File: config.mk
export PLATFORM = sky130hd
export DESIGN_NAME = sliding_window_frame_rate_meter
export DESIGN_NICKNAME = d
export VERILOG_FILES = /design/src/sv/swfrm_pkg.sv /design/src/sv/sliding_window_frame_rate_meter.sv /design/src/sv/swfrm_ram.sv
export VERILOG_INCLUDE_DIRS = /design/src /design/src/sv
export SDC_FILE = /design/constraint.sdc
export NUM_CORES = 2
export LEC_CHECK = 0
export ABC_AREA = 1
export BUFFER_PORTS_ARGS = -buffer_cell sky130_fd_sc_hd__buf_2
export CAP_MARGIN = 20
export CORE_MARGIN = 2
export CORE_UTILIZATION = 40
export CTS_CLUSTER_SIZE = 24
export DETAILED_ROUTE_END_ITERATION = 8
export REMOVE_ABC_BUFFERS = 1
export SYNTH_ARGS = -nofsm -noshare
export SYNTH_HDL_FRONTEND = slang
export SYNTH_SLANG_ARGS = --single-unit
File: constraint.sdc
create_clock -name i_clk -period 7.9 [get_ports i_clk]
set_input_delay 1.58 -clock i_clk [delete_from_list [all_inputs] [get_ports i_clk]]
set_output_delay 1.58 -clock i_clk [all_outputs]
set_load 0.005 [all_outputs]
File: src/sv/sliding_window_frame_rate_meter_macros.svh
// Assertion macros shared by the frame rate meter RTL.
`ifndef SLIDING_WINDOW_FRAME_RATE_METER_MACROS_SVH
`define SLIDING_WINDOW_FRAME_RATE_METER_MACROS_SVH

// The consequent must hold in the same cycle as the antecedent.
`define SWFRM_ASSERT_IMP(label, clk, rst_n, ante, cons) \
    label: assert property (@(posedge clk) disable iff (!(rst_n)) (ante) |-> (cons)) \
        else $error("swfrm: same-cycle check failed");

// The consequent must hold in the cycle after the antecedent.
`define SWFRM_ASSERT_NXT(label, clk, rst_n, ante, cons) \
    label: assert property (@(posedge clk) disable iff (!(rst_n)) (ante) |=> (cons)) \
        else $error("swfrm: next-cycle check failed");

`endif

File: src/sv/swfrm_pkg.sv
`default_nettype none

package swfrm_pkg;

    localparam int WINDOW_DEPTH = 32;
    localparam int IDX_W        = $clog2(2 * WINDOW_DEPTH);
    localparam int SLOT_W       = $clog2(WINDOW_DEPTH);

    localparam int TS_W     = 48;
    localparam int FRAME_W  = 32;
    localparam int FPS_W    = 32;
    localparam int LIMIT_W  = 10;
    localparam int RATIO_W  = 5;
    localparam int NUM_W    = 34;
    localparam int DIV_W    = TS_W + 2;
    localparam int CNT_W    = $clog2(DIV_W + 1);

    localparam logic [LIMIT_W-1:0] FPS_LIMIT_RESET = LIMIT_W'(60);
    localparam logic [FPS_W-1:0]   IDLE_FPS        = FPS_W'(60);
    localparam logic [NUM_W-1:0]   RATE_BASE       = NUM_W'(1000000);
    localparam logic [NUM_W-1:0]   SPAN_BASE       = NUM_W'(64'd1000000 * (WINDOW_DEPTH - 1));

    // fps_limit / 60 as a multiply by a reciprocal; exact over the 10-bit range.
    localparam int RATIO_RECIP = 1093;
    localparam int RATIO_SHIFT = 16;
    localparam int RATIO_PROD_W = 21;

    typedef struct packed {
        logic               operation;
        logic [TS_W-1:0]    timestamp_us;
        logic [FRAME_W-1:0] frame_number;
    } t_in_item;

    typedef struct packed {
        logic [FPS_W-1:0] current_fps;
        logic             recorded;
        logic             zero_interval;
    } t_out_item;

    typedef enum logic [3:0] {
        S_IDLE,
        S_MOD,
        S_CHK,
        S_STORE,
        S_RD0,
        S_RD1,
        S_RD2,
        S_DIV,
        S_SAT,
        S_OUT
    } t_state;

    function automatic logic [RATIO_W-1:0] ratio_of(input logic [LIMIT_W-1:0] limit);
        logic [RATIO_PROD_W-1:0] prod;
        prod = RATIO_PROD_W'(limit) * RATIO_PROD_W'(RATIO_RECIP);
        return prod[RATIO_SHIFT+RATIO_W-1:RATIO_SHIFT];
    endfunction

    function automatic logic [SLOT_W-1:0] slot_of(input logic [IDX_W-1:0] idx);
        logic [IDX_W-1:0] s;
        if (idx >= IDX_W'(WINDOW_DEPTH)) begin
            s = idx - IDX_W'(WINDOW_DEPTH);
        end else begin
            s = idx;
        end
        return s[SLOT_W-1:0];
    endfunction

endpackage

`default_nettype wire

File: src/sv/sliding_window_frame_rate_meter.sv
// A query reads the ring and divides for the rate. Under frame gating a frame is first
// divided by the ratio from fps_limit and stored or skipped; with ratio zero it is stored at once.
// A zero interval skips the divide; a query with under two samples gives the idle rate.
// One item at a time: one restoring divider, 32 steps for gating and 50 for the rate, and the
// next input transfer is taken the cycle after the result is registered. Synchronous reset
// clears the sequencer, sample index and output valid, sets fps_limit to 60, keeps the ring.
`default_nettype none
`include "sliding_window_frame_rate_meter_macros.svh"

module sliding_window_frame_rate_meter
    import swfrm_pkg::*;
(
    input  wire logic               i_clk,
    input  wire logic               i_rst_n,
    input  wire logic               i_in_valid,
    output logic                    o_in_stall,
    input  wire t_in_item           i_in_item,
    output logic                    o_out_valid,
    input  wire logic               i_out_stall,
    output t_out_item               o_out_item,
    input  wire logic               i_cfg_valid,
    output logic                    o_cfg_ready,
    input  wire logic [LIMIT_W-1:0] i_cfg_data
);

    t_state             r_state, n_state;
    logic [IDX_W-1:0]   r_idx, n_idx;
    logic [LIMIT_W-1:0] r_fps_limit;
    logic               r_out_valid, n_out_valid;

    logic [TS_W-1:0]    r_ts, n_ts;
    logic               r_op, n_op;
    logic [RATIO_W-1:0] r_ratio, n_ratio;
    logic               r_rec, n_rec;
    logic               r_zero, n_zero;
    logic [FPS_W-1:0]   r_fps, n_fps;
    logic [NUM_W-1:0]   r_num, n_num;
    logic [TS_W-1:0]    r_newest, n_newest;
    logic [DIV_W-1:0]   r_rem, n_rem;
    logic [DIV_W-1:0]   r_dq, n_dq;
    logic [DIV_W-1:0]   r_dvs, n_dvs;
    logic [CNT_W-1:0]   r_cnt, n_cnt;
    t_out_item          r_out_item, n_out_item;

    logic               ram_we;
    logic [SLOT_W-1:0]  ram_waddr;
    logic               ram_re;
    logic [SLOT_W-1:0]  ram_raddr;
    logic [TS_W-1:0]    ram_rdata;

    logic [DIV_W:0]     step_sh;
    logic               step_ge;
    logic [DIV_W:0]     step_sub;
    logic [DIV_W-1:0]   step_rem;
    logic [DIV_W-1:0]   step_dq;
    logic [TS_W-1:0]    diff;
    logic [RATIO_W-1:0] ratio_eff;
    logic [NUM_W+RATIO_W-1:0] span_prod;

    swfrm_ram #(
        .WIDTH(TS_W),
        .DEPTH(WINDOW_DEPTH)
    ) u_ring (
        .i_clk  (i_clk),
        .i_we   (ram_we),
        .i_waddr(ram_waddr),
        .i_wdata(r_ts),
        .i_re   (ram_re),
        .i_raddr(ram_raddr),
        .o_rdata(ram_rdata)
    );

    assign o_in_stall  = (r_state != S_IDLE);
    assign o_out_valid = r_out_valid;
    assign o_out_item  = r_out_item;
    assign o_cfg_ready = 1'b1;

    // One restoring division step, shared by frame gating and the rate quotient.
    always_comb begin
        step_sh  = {r_rem, r_dq[DIV_W-1]};
        step_sub = step_sh - {1'b0, r_dvs};
        step_ge  = (step_sh >= {1'b0, r_dvs});
        step_rem = step_ge ? step_sub[DIV_W-1:0] : step_sh[DIV_W-1:0];
        step_dq  = {r_dq[DIV_W-2:0], step_ge};
    end

    assign diff      = r_newest - ram_rdata;
    assign ratio_eff = (r_ratio == '0) ? RATIO_W'(1) : r_ratio;
    assign span_prod = (NUM_W + RATIO_W)'(SPAN_BASE) * (NUM_W + RATIO_W)'(ratio_eff);

    always_comb begin
        n_state     = r_state;
        n_idx       = r_idx;
        n_out_valid = r_out_valid && i_out_stall;
        n_ts        = r_ts;
        n_op        = r_op;
        n_ratio     = r_ratio;
        n_rec       = r_rec;
        n_zero      = r_zero;
        n_fps       = r_fps;
        n_num       = r_num;
        n_newest    = r_newest;
        n_rem       = r_rem;
        n_dq        = r_dq;
        n_dvs       = r_dvs;
        n_cnt       = r_cnt;
        n_out_item  = r_out_item;
        ram_we      = 1'b0;
        ram_waddr   = slot_of(r_idx);
        ram_re      = 1'b0;
        ram_raddr   = slot_of(r_idx);

        unique case (r_state)
            S_IDLE: begin
                if (i_in_valid) begin
                    n_op    = i_in_item.operation;
                    n_ts    = i_in_item.timestamp_us;
                    n_ratio = ratio_of(r_fps_limit);
                    n_rec   = 1'b0;
                    n_zero  = 1'b0;
                    n_rem   = '0;
                    n_dq    = {i_in_item.frame_number, {(DIV_W - FRAME_W){1'b0}}};
                    n_dvs   = DIV_W'(ratio_of(r_fps_limit));
                    n_cnt   = CNT_W'(FRAME_W);
                    if (i_in_item.operation) begin
                        n_state = S_RD0;
                    end else if (ratio_of(r_fps_limit) == '0) begin
                        n_state = S_STORE;
                    end else begin
                        n_state = S_MOD;
                    end
                end
            end
            S_MOD: begin
                n_rem = step_rem;
                n_dq  = step_dq;
                n_cnt = r_cnt - CNT_W'(1);
                if (r_cnt == CNT_W'(1)) begin
                    n_state = S_CHK;
                end
            end
            S_CHK: begin
                n_state = (r_rem == '0) ? S_STORE : S_RD0;
            end
            S_STORE: begin
                ram_we = 1'b1;
                n_rec  = 1'b1;
                if (r_idx == IDX_W'(2 * WINDOW_DEPTH - 1)) begin
                    n_idx = IDX_W'(WINDOW_DEPTH);
                end else begin
                    n_idx = r_idx + IDX_W'(1);
                end
                n_state = S_RD0;
            end
            S_RD0: begin
                if (r_idx < IDX_W'(2)) begin
                    n_fps   = IDLE_FPS;
                    n_state = S_OUT;
                end else begin
                    ram_re    = 1'b1;
                    ram_raddr = slot_of(r_idx - IDX_W'(1));
                    if (r_idx < IDX_W'(WINDOW_DEPTH)) begin
                        n_num = RATE_BASE;
                    end else begin
                        n_num = span_prod[NUM_W-1:0];
                    end
                    n_state = S_RD1;
                end
            end
            S_RD1: begin
                n_newest = ram_rdata;
                ram_re   = 1'b1;
                if (r_idx < IDX_W'(WINDOW_DEPTH)) begin
                    ram_raddr = slot_of(r_idx - IDX_W'(2));
                end else begin
                    ram_raddr = slot_of(r_idx);
                end
                n_state = S_RD2;
            end
            S_RD2: begin
                if (diff == '0) begin
                    n_fps   = '1;
                    n_zero  = 1'b1;
                    n_state = S_OUT;
                end else begin
                    n_rem   = '0;
                    n_dq    = DIV_W'({r_num, 1'b0}) + DIV_W'(diff);
                    n_dvs   = DIV_W'({diff, 1'b0});
                    n_cnt   = CNT_W'(DIV_W);
                    n_state = S_DIV;
                end
            end
            S_DIV: begin
                n_rem = step_rem;
                n_dq  = step_dq;
                n_cnt = r_cnt - CNT_W'(1);
                if (r_cnt == CNT_W'(1)) begin
                    n_state = S_SAT;
                end
            end
            S_SAT: begin
                n_fps   = (|r_dq[DIV_W-1:FPS_W]) ? '1 : r_dq[FPS_W-1:0];
                n_state = S_OUT;
            end
            S_OUT: begin
                if (!r_out_valid || !i_out_stall) begin
                    n_out_valid                = 1'b1;
                    n_out_item.current_fps     = r_fps;
                    n_out_item.recorded        = r_rec;
                    n_out_item.zero_interval   = r_zero;
                    n_state                    = S_IDLE;
                end
            end
            default: begin
                n_state = S_IDLE;
            end
        endcase
    end

    always_ff @(posedge i_clk) begin
        if (!i_rst_n) begin
            r_state     <= S_IDLE;
            r_idx       <= '0;
            r_fps_limit <= FPS_LIMIT_RESET;
            r_out_valid <= 1'b0;
        end else begin
            r_state     <= n_state;
            r_idx       <= n_idx;
            r_out_valid <= n_out_valid;
            if (i_cfg_valid && o_cfg_ready) begin
                r_fps_limit <= i_cfg_data;
            end
        end
    end

    always_ff @(posedge i_clk) begin
        r_ts       <= n_ts;
        r_op       <= n_op;
        r_ratio    <= n_ratio;
        r_rec      <= n_rec;
        r_zero     <= n_zero;
        r_fps      <= n_fps;
        r_num      <= n_num;
        r_newest   <= n_newest;
        r_rem      <= n_rem;
        r_dq       <= n_dq;
        r_dvs      <= n_dvs;
        r_cnt      <= n_cnt;
        r_out_item <= n_out_item;
    end

    `SWFRM_ASSERT_NXT(a_accept_starts_work, i_clk, i_rst_n,
        i_in_valid && !o_in_stall, r_state != S_IDLE)
    `SWFRM_ASSERT_IMP(a_div_count_live, i_clk, i_rst_n,
        r_state == S_DIV || r_state == S_MOD, r_cnt != '0)
    `SWFRM_ASSERT_NXT(a_store_moves_index, i_clk, i_rst_n,
        r_state == S_STORE, r_idx != $past(r_idx))
    `SWFRM_ASSERT_IMP(a_zero_saturates, i_clk, i_rst_n,
        o_out_valid && o_out_item.zero_interval, o_out_item.current_fps == '1)
    `SWFRM_ASSERT_IMP(a_query_not_stored, i_clk, i_rst_n, r_state == S_STORE, !r_op)

endmodule

`default_nettype wire

File: src/sv/swfrm_ram.sv
`default_nettype none

module swfrm_ram #(
    parameter int WIDTH = 48,
    parameter int DEPTH = 32
) (
    input  wire logic                     i_clk,
    input  wire logic                     i_we,
    input  wire logic [$clog2(DEPTH)-1:0] i_waddr,
    input  wire logic [WIDTH-1:0]         i_wdata,
    input  wire logic                     i_re,
    input  wire logic [$clog2(DEPTH)-1:0] i_raddr,
    output logic      [WIDTH-1:0]         o_rdata
);

    logic [WIDTH-1:0] r_mem [DEPTH];

    always_ff @(posedge i_clk) begin
        if (i_we) begin
            r_mem[i_waddr] <= i_wdata;
        end
        if (i_re) begin
            o_rdata <= r_mem[i_raddr];
        end
    end

endmodule

`default_nettype wire
## Word-level counts from Yosys, hierarchy flattened

Memories as Yosys holds them, arrays and structs flattened. A register that Yosys moved wholly into a read port is not among the register bits.
Index checks and enable logic that the tools add are counted.
Widths: inputs -> output; s select.

| storage, ports and cells | value |
|---|---|
| word-level logic and storage cells | 128 |
| flip-flop bits (word level) | 380 |
| RAM bits | 1536 |
| memories | 1 |
| bits of input ports | 96 |

| cells by class | value |
|---|---|
| add/subtract/negate cells | 10 |
| equality and inequality tests | 18 |
| bitwise gates (word level) | 1 |
| multiply operators | 2 |
| $lt $le $gt $ge | 6 |
| reduce and logical (&&, ||, !) cells | 25 |
| multiplexer cells | 46 |

Memories:

| name | words | width | rd ports | clocked after Yosys merged registers in | write ports | line | RTL |
|---|---|---|---|---|---|---|---|
| u_ring.r_mem | 32 | 48 | 1 | 1 | 1 | swfrm_ram.sv:16 | `logic [WIDTH-1:0] r_mem [DEPTH];` |

Operators by type and width:

| kind | number |
|---|---|
| $mux 50 | 7 |
| $pmux 50 s3 | 2 |
| $pmux 50 s2 | 1 |
| $mux 32 | 3 |
| $pmux 32 s3 | 1 |
| $ge 51x50->1 | 1 |
| $logic_not 50->1 | 1 |
| $sub 50x50->50 | 1 |
| $add 35x48->49 | 1 |
| $logic_not 48->1 | 1 |
| $sub 48x48->48 | 1 |
| $pmux 4 s10 | 1 |
| $mux 5 | 6 |
| $mul 19x5->24 const A | 1 |
| $mux 4 | 6 |
| $mul 10x11->21 const B | 1 |
| $ge 6x6->1 const B | 3 |
| $mux 6 | 3 |
| $pmux 6 s3 | 1 |
| $reduce_or 18->1 | 1 |
| $eq 4x3->1 const B | 4 |
| $sub 5x1->5 const B | 3 |
| $ne 2x2->1 const B | 7 |
| $reduce_and 3->1 | 4 |
| 27 further kinds | 47 |

## Logic depth before layout (Yosys ltp)

| depth | value |
|---|---|
| depth in word-level cells | 6 |
| mapped depth | 30 |
| gate-level depth less buffers | 30 |

## Cells and area by module

A second synthesis with hierarchy kept.

| second synthesis, totals | value |
|---|---|
| cell total of the unflattened synthesis | 8552 |
| area, all modules | 89582.2 µm² |

By module, submodules not included:

| module | cells an instance | times used | area an instance (µm²) |
|---|---|---|---|
| swfrm_ram | 5279 | 1 | 63449.6 |
| sliding_window_frame_rate_meter | 3273 | 1 | 26132.6 |

## Worst setup path before layout

No wires, ideal clock.

| timing path | value |
|---|---|
| path kind | input to register |
| start | input i_in_valid |
| end | register r_cnt[0] (enable) |
| path buffers | 0 |
| path slack | 0.812 ns |
| arrival | 6.619 ns |
| setup time | 0.469 ns |
| stages | 4 |
| path through | inv_1 -> nor2_1 -> o21ai_0 -> nand2_1 |

| on the way | value |
|---|---|
| longest elaborated chain between the ends | 2 |

RTL lines:

| element | line | RTL |
|---|---|---|
| start, declared | sliding_window_frame_rate_meter.sv:15 | `input wire logic i_in_valid,` |
| $ne 2x2->1 (no line) | - |  |
| $reduce_and 3->1 (no line) | - |  |
| end signal, assigned | sliding_window_frame_rate_meter.sv:248 | `r_cnt <= n_cnt;` |
| end, declared | sliding_window_frame_rate_meter.sv:42 | `logic [CNT_W-1:0] r_cnt, n_cnt;` |

Every way passes these cells.
A chain may end at the register's enable or synchronous reset.

## Final worst setup path

| timing path | value |
|---|---|
| start | register r_ratio[1] |
| end | register r_num[29], data pin |

| on the way | value |
|---|---|
| longest elaborated chain between the ends | 3 |

RTL lines:

| element | line | RTL |
|---|---|---|
| start, declared | sliding_window_frame_rate_meter.sv:33 | `logic [RATIO_W-1:0] r_ratio, n_ratio;` |
| start signal, assigned | sliding_window_frame_rate_meter.sv:239 | `r_ratio <= n_ratio;` |
| $logic_not 5->1 | sliding_window_frame_rate_meter.sv:88 | `assign ratio_eff = (r_ratio == '0) ? RATIO_W'(1) : r_ratio;` |
| $mux 5 (*) | sliding_window_frame_rate_meter.sv:88 |  |
| $mul 19x5->24 (*) | sliding_window_frame_rate_meter.sv:89 | `assign span_prod = (NUM_W + RATIO_W)'(SPAN_BASE) * (NUM_W + RATIO_W)'(ratio_eff);` |
| end signal, assigned | sliding_window_frame_rate_meter.sv:243 | `r_num <= n_num;` |
| end, declared | sliding_window_frame_rate_meter.sv:37 | `logic [NUM_W-1:0] r_num, n_num;` |

Mark *: on every way between the ends. The rest lies on a longest branch, timed or not.

==> out/qor.csv <==
stage,metric,value,unit
die,dieArea,0.2272,sq mm
synthesis,synth-async-reset-ratio,0,
power_and_ir_drop,vdd_drop_max,0.0001902,V
critical_path,cp_max_fo,10,
placed_design,gp_congestion,0.9078,
grt,first_global_vias,55170,
die,start_util,0.4023,
critical_path,r2r-start,r_ratio[1],
critical_path,path_class,reg2reg,
critical_path,reg2reg_setup_slack,2970,ps
grt,overflow,0,
die,io_pins,133,
layout,multi_input_area,0.02610,sq mm
power_and_ir_drop,power_density,310.6,mW/mm^2
die,die_h,476.6,microns
timing,slew_violations,0,
timing,timing.final.hold_violations,0,
timing,skew,77.66,ps
route,wire_per_inst,22.55,microns
cts,post-cts-setup-buffers,0,
cts,htreeDepth,4,
placed_design,pre_cts_ws,3016,ps
layout,area.growth.synth_to_final,11.73,%
layout,final_core_util,0.4496,
worst_hold_path,hold_path.class,reg2reg,
flow_run,drv_cap,0,
die,core,0.2221,sq mm
timing,whs,372.8,ps
critical_path,r2r_cells,24,
route,vias,56800,
cts,cts_tree,yes,
layout,drive_gt1_frac,0.1241,
layout,num-fill-cells,20220,
layout,layoutNonFillerInstCount,10590,
critical_path,arrival,5490,ps
cts,clock_path_buffers,3,
timing,finalCritPeriodShare,0.6237,
layout,design_area,0.09984,sq mm
layout,area.sequential,0.05844,sq mm
timing,tns,0,ps
synthesis,synth-main-ff-cell,edfxtp_1,
grt,track_usage,0.2062,
placed_design,dp.cells,10220,
die,die_w,476.6,microns
timing,finalSetupViolations,0,
cts,cts_sinks,1953,
placed_design,numPortBuffers,131,
critical_path,worstReg2RegEnd,r_num[29],
die,rows,173,
cts,clkTransAtPathRegs,60,ps
timing,rsz0062_at_grt,no,
cts,root_buffer,clkbuf_16,
route,drtIter0Drc,5165,
synthesis,synth_enable_flop_cells,1932,
layout,fin_nets,7776,
cts,hold_buffers,0,
critical_path,startpoint_type,flop,
critical_path,crit_start,r_ratio[1],
synthesis,ys_seq_area_frac,0.6540,
route,viasPerCell,5.362,
critical_path,cp-endpoint,r_num[29],
critical_path,crit_path_end_kind,flop,
outcome,status,"finished, final reports clean",
cts,clk_latency,880,ps
layout,final_common_cell,edfxtp_1,
timing,relSlewSlack,0.2129,
power_and_ir_drop,power,31.01,mW
grt,grt_pass1_wl,353500,microns
placed_design,place_hpwl,139800,microns
synthesis,synth_area,0.08936,sq mm
synthesis,synth.distinct_cells,56,
route,drc,0,
timing,clock.fmax,203.0,MHz
grt,grt_max_degree,185,
timing,worstMarginPinSlew,1181,ps
grt,antenna_found_initial,12,
critical_path,crit_required,8460,ps
cts,cts_buffers,202,
power_and_ir_drop,p_leak,35.40,nW
synthesis,synth_cells,7364,
layout,final_cell_mix,"edfxtp_1, nand2_1, inv_1",
synthesis,ys_warn_count,0,
timing,worst_slack,2973,ps
cts,cts_resized,0,
timing,min_period,4927,ps
route,wirelength,238900,microns
synthesis,syn_area_per_cell,12.13,sq um
placed_design,dpl_cell_area,0.09338,sq mm
route,ant_nets,0,
synthesis,ys_ff_latch,1953,
route,first_pass_iters,8,
## kinds of logic after synthesis
logic type               Yosys count  share of synthesized area
buffers and inverters           1304                    0.05762
AO/OA/AOI/OAI                   1462                     0.1099
flip-flops                      1953                     0.6540
AND/OR/NAND/NOR                 1958                    0.08887
XOR/XNOR                          70                   0.007071
other                              1                 0.00004197
multiplexers                     384                    0.04839
adder cells (fa/ha/maj)          232                    0.03417
## flip-flops by register name, indices dropped and copies added, names as in the netlist, 34 cells and up
name and cells:
r_dq 50, u_ring.r_mem 1536, r_dvs 49, r_newest 48, r_ts 48, r_rem 50
u_ring.o_rdata 48, o_out_item 34
## report_power, final
part	internal, mW	total [mW]	switching [mW]
sequential	13.0	13.9	0.867
combinational	2.41	7.95	5.53
clock	5.15	9.21	4.06
## final cells by class
type                            count  share of cell area
Clock inverter                    113             0.01092
Tap cell                         2975             0.03728
Inverter                          964             0.03634
Multi-Input combinational cell   4107              0.2614
Clock buffer                      257             0.05332
Timing Repair Buffer              220             0.01534
Antenna cell                        3          0.00007519
Sequential cell                  1953              0.5853
## routing by layer
metal  track usage  vias up  wire length (microns)
li1              -    26680                      -
met1        0.2849    27930                 105000
met2        0.3382     1789                 112500
met3       0.02921      389                  14420
met4       0.06022        6                   6957
met5             0        -                     37
## worst min-delay path by stage
stage	startpoint	to	slack, ps	cells after the start
floorplan	r_zero	o_out_item[0]	400	0
global placement	r_fps[24]	o_out_item[26]	400	0
detailed placement	r_fps[25]	o_out_item[27]	410	0
CTS	r_fps[5]	o_out_item[7]	380	0
global route	r_fps[5]	o_out_item[7]	380	0
finish	r_fps[5]	o_out_item[7]	370	0
## worst max-delay path: stages, from the launching register on
cell      delay (ps)
edfxtp_1         560
nor2_1           200
nand2_1          100
nor2_1           180
nor2_1           110
nand2_1           70
nand2_1          130
ha_1             310
ha_1             310
inv_1             70
fa_1             510
inv_1             40
ha_1             340
a21oi_1          200
a21oi_1          110
o21ai_1          200
nand2_1          130
nand3_1          150
o21bai_1         110
a21boi_0         290
o21ai_1          190
nand2_1           90
nand3_1           80
o21ai_0          150
a21oi_1           60
## cell usage after synthesis (3+ instances only)
library cell,instances,area (sq um)
o21ai_1,24,120.1
nor3_1,23,115.1
o21bai_1,12,90.09
a31oi_1,23,143.9
clkbuf_1,156,585.6
or2_2,7,43.79
nand4_1,38,237.7
nor2_2,3,18.77
o21a_1,10,75.07
inv_2,5,18.77
xor2_1,36,315.3
nor4_1,22,137.6
nor2_1,335,1257
mux2_2,384,4324
o22ai_1,6,37.54
buf_1,23,86.33
a21boi_0,7,52.55
o311ai_0,4,35.03
o31ai_1,29,217.7
and2_1,7,43.79
o211ai_1,850,6381
a211oi_1,5,37.54
xnor2_1,33,289.0
edfxtp_1,1932,58020
dfxtp_1,21,420.4
o21ai_0,207,1036
a22oi_1,30,225.2
fa_1,20,400.4
inv_1,958,3596
buf_4,16,120.1
nand3b_1,21,157.7
a21o_1,13,97.59
nand3_1,205,1026
buf_2,143,715.7
a21oi_1,231,1156
nand2_1,1290,4842
ha_1,212,2653
(Power assumes the default switching activity.)
